**config.mk**
```make
export PLATFORM = sky130hd
export DESIGN_NAME = sacl_ctrl
export DESIGN_NICKNAME = d
export VERILOG_FILES = /design/src/sv/sacl_pkg.sv /design/src/sv/sacl_ctrl.sv
export SDC_FILE = /design/constraint.sdc
export NUM_CORES = 1
export LEC_CHECK = 0
export BUFFER_PORTS_ARGS = -buffer_cell sky130_fd_sc_hd__buf_2
export CORE_AREA = 2 2 39 41
export DETAILED_ROUTE_END_ITERATION = 8
export DIE_AREA = 0 0 41 43
export MAX_ROUTING_LAYER = met4
export SYNTH_ARGS = -nofsm -noshare
export SYNTH_HDL_FRONTEND = slang
export SYNTH_SLANG_ARGS = --single-unit
```
**constraint.sdc**
```tcl
create_clock -name clk -period 0.8 [get_ports clk]
set_input_delay 0 -clock clk [delete_from_list [all_inputs] [get_ports clk]]
set_output_delay 0 -clock clk [all_outputs]
set_load 0.01 [all_outputs]
```
**src/sv/sacl_pkg.sv**
```systemverilog
// Shared types and constants for the set-associative tag cache.
// Used by every module of the block except sacl_ram; no dependencies.
package sacl_pkg;

  localparam int unsigned SETS    = 256;
  localparam int unsigned WAYS    = 8;
  localparam int unsigned ADDR_W  = 32;
  localparam int unsigned TAG_W   = 30;
  localparam int unsigned RANK_W  = 3;
  localparam int unsigned SET_W   = $clog2(SETS);
  localparam int unsigned WAY_W   = $clog2(WAYS);
  localparam int unsigned CNT_W   = 32;
  localparam int unsigned ROW_W   = WAYS * (TAG_W + RANK_W + 1);

  localparam logic [RANK_W-1:0] RANK_MAX = '1;

  localparam logic [1:0] REG_OFFSET_W = 2'd0;
  localparam logic [1:0] REG_SET_W    = 2'd1;
  localparam logic [1:0] REG_WAYS     = 2'd2;
  localparam logic [1:0] REG_POLICY   = 2'd3;

  localparam logic OP_LOAD  = 1'b0;
  localparam logic OP_STORE = 1'b1;

  typedef struct packed {
    logic              operation;
    logic [ADDR_W-1:0] address;
  } in_item_t;

  typedef struct packed {
    logic             hit;
    logic [2:0]       way_used;
    logic [7:0]       set_used;
    logic             evicted;
    logic [TAG_W-1:0] evicted_tag;
    logic [CNT_W-1:0] hit_total;
    logic [CNT_W-1:0] miss_total;
    logic [CNT_W-1:0] load_total;
    logic [CNT_W-1:0] store_total;
  } out_item_t;

  typedef struct packed {
    logic take;    // input transfer this cycle
    logic lookup;  // set row is on the RAM read port
  } dp_cmd_t;

endpackage

```
**src/sv/sacl_ctrl.sv**
```systemverilog
// Sequencer: idle, set lookup/update, result hold.
// Depends on sacl_pkg.
module sacl_ctrl (
  input  logic              clk,
  input  logic              rst_n,
  input  logic              in_valid,
  output logic              in_stall,
  output logic              out_valid,
  input  logic              out_stall,
  output sacl_pkg::dp_cmd_t cmd
);
  import sacl_pkg::*;

  typedef enum logic [2:0] {
    ST_IDLE = 3'b001,
    ST_LOOK = 3'b010,
    ST_OUT  = 3'b100
  } state_t;

  state_t state_r, state_nxt;

  always_comb begin
    state_nxt = state_r;
    case (state_r)
      ST_IDLE: if (in_valid) state_nxt = ST_LOOK;
      ST_LOOK: state_nxt = ST_OUT;
      ST_OUT:  if (!out_stall) state_nxt = ST_IDLE;
      default: state_nxt = ST_IDLE;
    endcase
  end

  always_ff @(posedge clk) begin
    if (!rst_n) state_r <= ST_IDLE;
    else        state_r <= state_nxt;
  end

  assign in_stall   = (state_r != ST_IDLE);
  assign out_valid  = (state_r == ST_OUT);
  assign cmd.take   = (state_r == ST_IDLE) && in_valid;
  assign cmd.lookup = (state_r == ST_LOOK);
endmodule

```
==> flow_metrics.py <==
metrics = {
    "clock_network": {
        "cts_root_buf": "clkbuf_4",
        "cts_buffers": 3,
        "h-tree-depth": 1,
        "clock_latency_ns": 0.23,
        "clk_pin_slew_ns": 0.04,
        "cts_tree": "done",
        "clkSinkCount": 3,
        "clockBufferDepth": 2,
    },
    "run_status": {
        "status": "complete, but fails checks",
        "violations": "setup timing",
    },
    "place": {
        "place_congestion": 0.658,
        "place_area_um2": 234,
        "port_buffers": 7,
        "dp_cells": 38,
        "dp_worst_setup_slack_ns": -0.0826,
    },
    "final_layout": {
        "fin_area_um2": 354,
        "drive_gt1_share_pct": 78.1,
        "syn_to_final_growth_pct": 119,
        "nets": 37,
        "largest_reg_flops": 3,
        "regMostFlops": "state_r",
        "top_regs": "state_r: 3 flops",
        "fillers": 149,
        "antenna_cells": 0,
        "final_cells": 48,
    },
    "grt": {
        "grt_pass1_wl_um": 855,
        "grt_pass1_vias": 194,
        "antenna_found_initial": 0,
        "grt_max_degree": 8,
        "track_usage_pct": 7.91,
        "overflow": 0,
    },
    "power": {
        "ir_drop_uv": 545,
        "p_per_area_mw_per_mm2": 1580,
        "p_int_uw": 427,
        "power.leakage_uw": 0.000148,
        "seqPwrFrac_pct": 29.3,
        "swShare_pct": 23.5,
        "power.switching_uw": 132,
        "combPwrFrac_pct": 23.2,
        "p_clk_share_pct": 47.5,
    },
    "floorplanning": {
        "die_area_mm2": 0.00176,
        "core_mm2": 0.00138,
        "die_w_um": 41,
        "rows": 14,
        "io_pins": 8,
        "die_h_um": 43,
        "start_util_pct": 11.7,
    },
    "setup_path": {
        "cp_slowest_cell": "or3b_1",
        "critPathArrivalTime_ns": 1.08,
        "cp_max_fo": 4,
        "start_kind": "flop",
        "path_class": "reg -> out",
        "r2r_start": "state_r[1]",
        "worstSetupStartpoint": "state_r[1]",
        "cpPeakStageDelay_ns": 0.37,
        "cp.required_ns": 0.80,
        "path_cells": "or3b_1 > buf_2",
        "endpoint_kind": "primary output",
    },
    "synthesis": {
        "yosysSeqAreaShare_pct": 37.2,
        "synth-seq-cells": 3,
        "synth_cell_types": 11,
        "avgSynthCellArea_um2": 11.5,
        "netlist_instances": 14,
        "synth.area.top_cells": "dfxtp_1, and4bb_4, and4bb_2",
        "yosys_warnings": 0,
        "syn-num-nets": 18,
        "synth_area_um2": 161,
        "synth_top_cell_by_area": "dfxtp_1",
        "synthDominantCellAreaShare_pct": 37.2,
    },
    "sta": {
        "tightest_slew_ns": 0.154,
        "whs_ns": 0.0466,
        "finalSetupViolCount": 7,
        "fin_crit_sh_pct": 135,
        "slew_headroom_pct": 89.8,
        "rsz0062_at_grt": "true",
        "fmax_mhz": 924,
        "period_minus_slack_ns": 1.08,
        "slew_violations": 0,
        "hold_violations": 0,
        "skew_ns": 0.00123,
        "setup_ws_ns": -0.282,
    },
    "drt": {
        "wire_per_inst_um": 9.94,
        "wirelength_um": 477,
        "drt-pass1-iter-count": 2,
        "via_per_inst": 3.90,
        "drt_iter0_drc": 3,
        "drcViolationCount": 0,
        "vias": 187,
        "ant_nets": 0,
    },
    "job": {
        "maxCapViolCount": 0,
    },
    "hold_path": {
        "hp-class": "in -> reg",
        "hp-start": "out_stall",
    },
}
==> per-layer routing <==
| layer | GRT usage, % | vias up | share of wire, % |
|---|---|---|---|
| met4 | 6.00 | 0 | 0.84 |
| met5 | - | - | 0 |
| met1 | 9.58 | 87 | 44 |
| li1 | - | 90 | - |
| met2 | 8.13 | 8 | 41 |
| met3 | 6.28 | 2 | 13 |
==> worst max-delay path, delay by kind of cell (launching register included) <==
family	cells	cell delay (ns)
buffers and inverters	1	0.15
and+or+nand+nor	1	0.37
DFF	1	0.34
==> cell usage after synthesis <==
library cell,instances
or3b_1,1
nand3b_1,1
nor3b_1,1
o31ai_2,1
and4bb_2,1
nor3b_2,1
nand2b_1,2
a21oi_1,1
and4bb_4,1
and2_1,1
dfxtp_1,3
==> cell usage in the layout (no fill, tap or decap) <==
cell,instances
a21oi_1,1
and2_4,1
and4bb_2,1
and4bb_4,1
buf_12,1
buf_2,6
buf_4,4
buf_6,2
clkbuf_1,1
clkbuf_4,3
dfxtp_4,3
dlygate4sd3_1,1
nand2b_1,2
nand3b_1,1
nor3b_2,1
nor3b_4,1
o31ai_4,1
or3b_1,1
==> layout make-up <==
class                      instances  area [um2]  area share, %
clock buffer                       4        26.3           7.42
multi-input combinational         11         124           35.0
sequential                         3        71.3           20.1
tap                               16        20.0           5.65
timing repair buffer              14         113           31.8
==> final timing paths <==
check	end	slack, ns	depth (start not counted)
min reg2reg	state_r[2]	0.53	2
max reg2reg	state_r[0]	-0.25	4
max	in_stall	-0.28	2
min	state_r[2]	0.05	3
==> what timing repair did <==
| action | CTS | global route |
|---|---|---|
| hold endpoints to repair | 1 | 0 |
| hold buffers | 1 | 0 |
| resized for setup | 6 | 2 |
| buffers inserted | 4 | 1 |
| endpoints found under the setup margin | 7 | 7 |
| pin swaps | 3 | 3 |
==> cell families after synthesis <==
family / synth area share (%)
compound gates: 10.8
flops: 37.2
simple gates: 51.9
==> per-stage QoR <==
stage	total power, uW	TNS, ns	util (%)
CTS	555	-1.47	24.2
global route	603	-1.75	25.6
floorplan	212	-0.118	-
global placement	244	-0.193	16.9
finish	558	-1.45	25.6
detailed placement	244	-0.228	16.9
==> power groups by stage <==
stage          logic [uW]  registers, uW  clock network (uW)
6_report              130            164                 265
4_1_cts               115            163                 278
3_5_place_dp         69.0            175                   0
3_3_place_gp         68.4            175                   0
2_1_floorplan        39.8            172                   0
5_1_grt               138            165                 299
(Power assumes the default switching activity.)
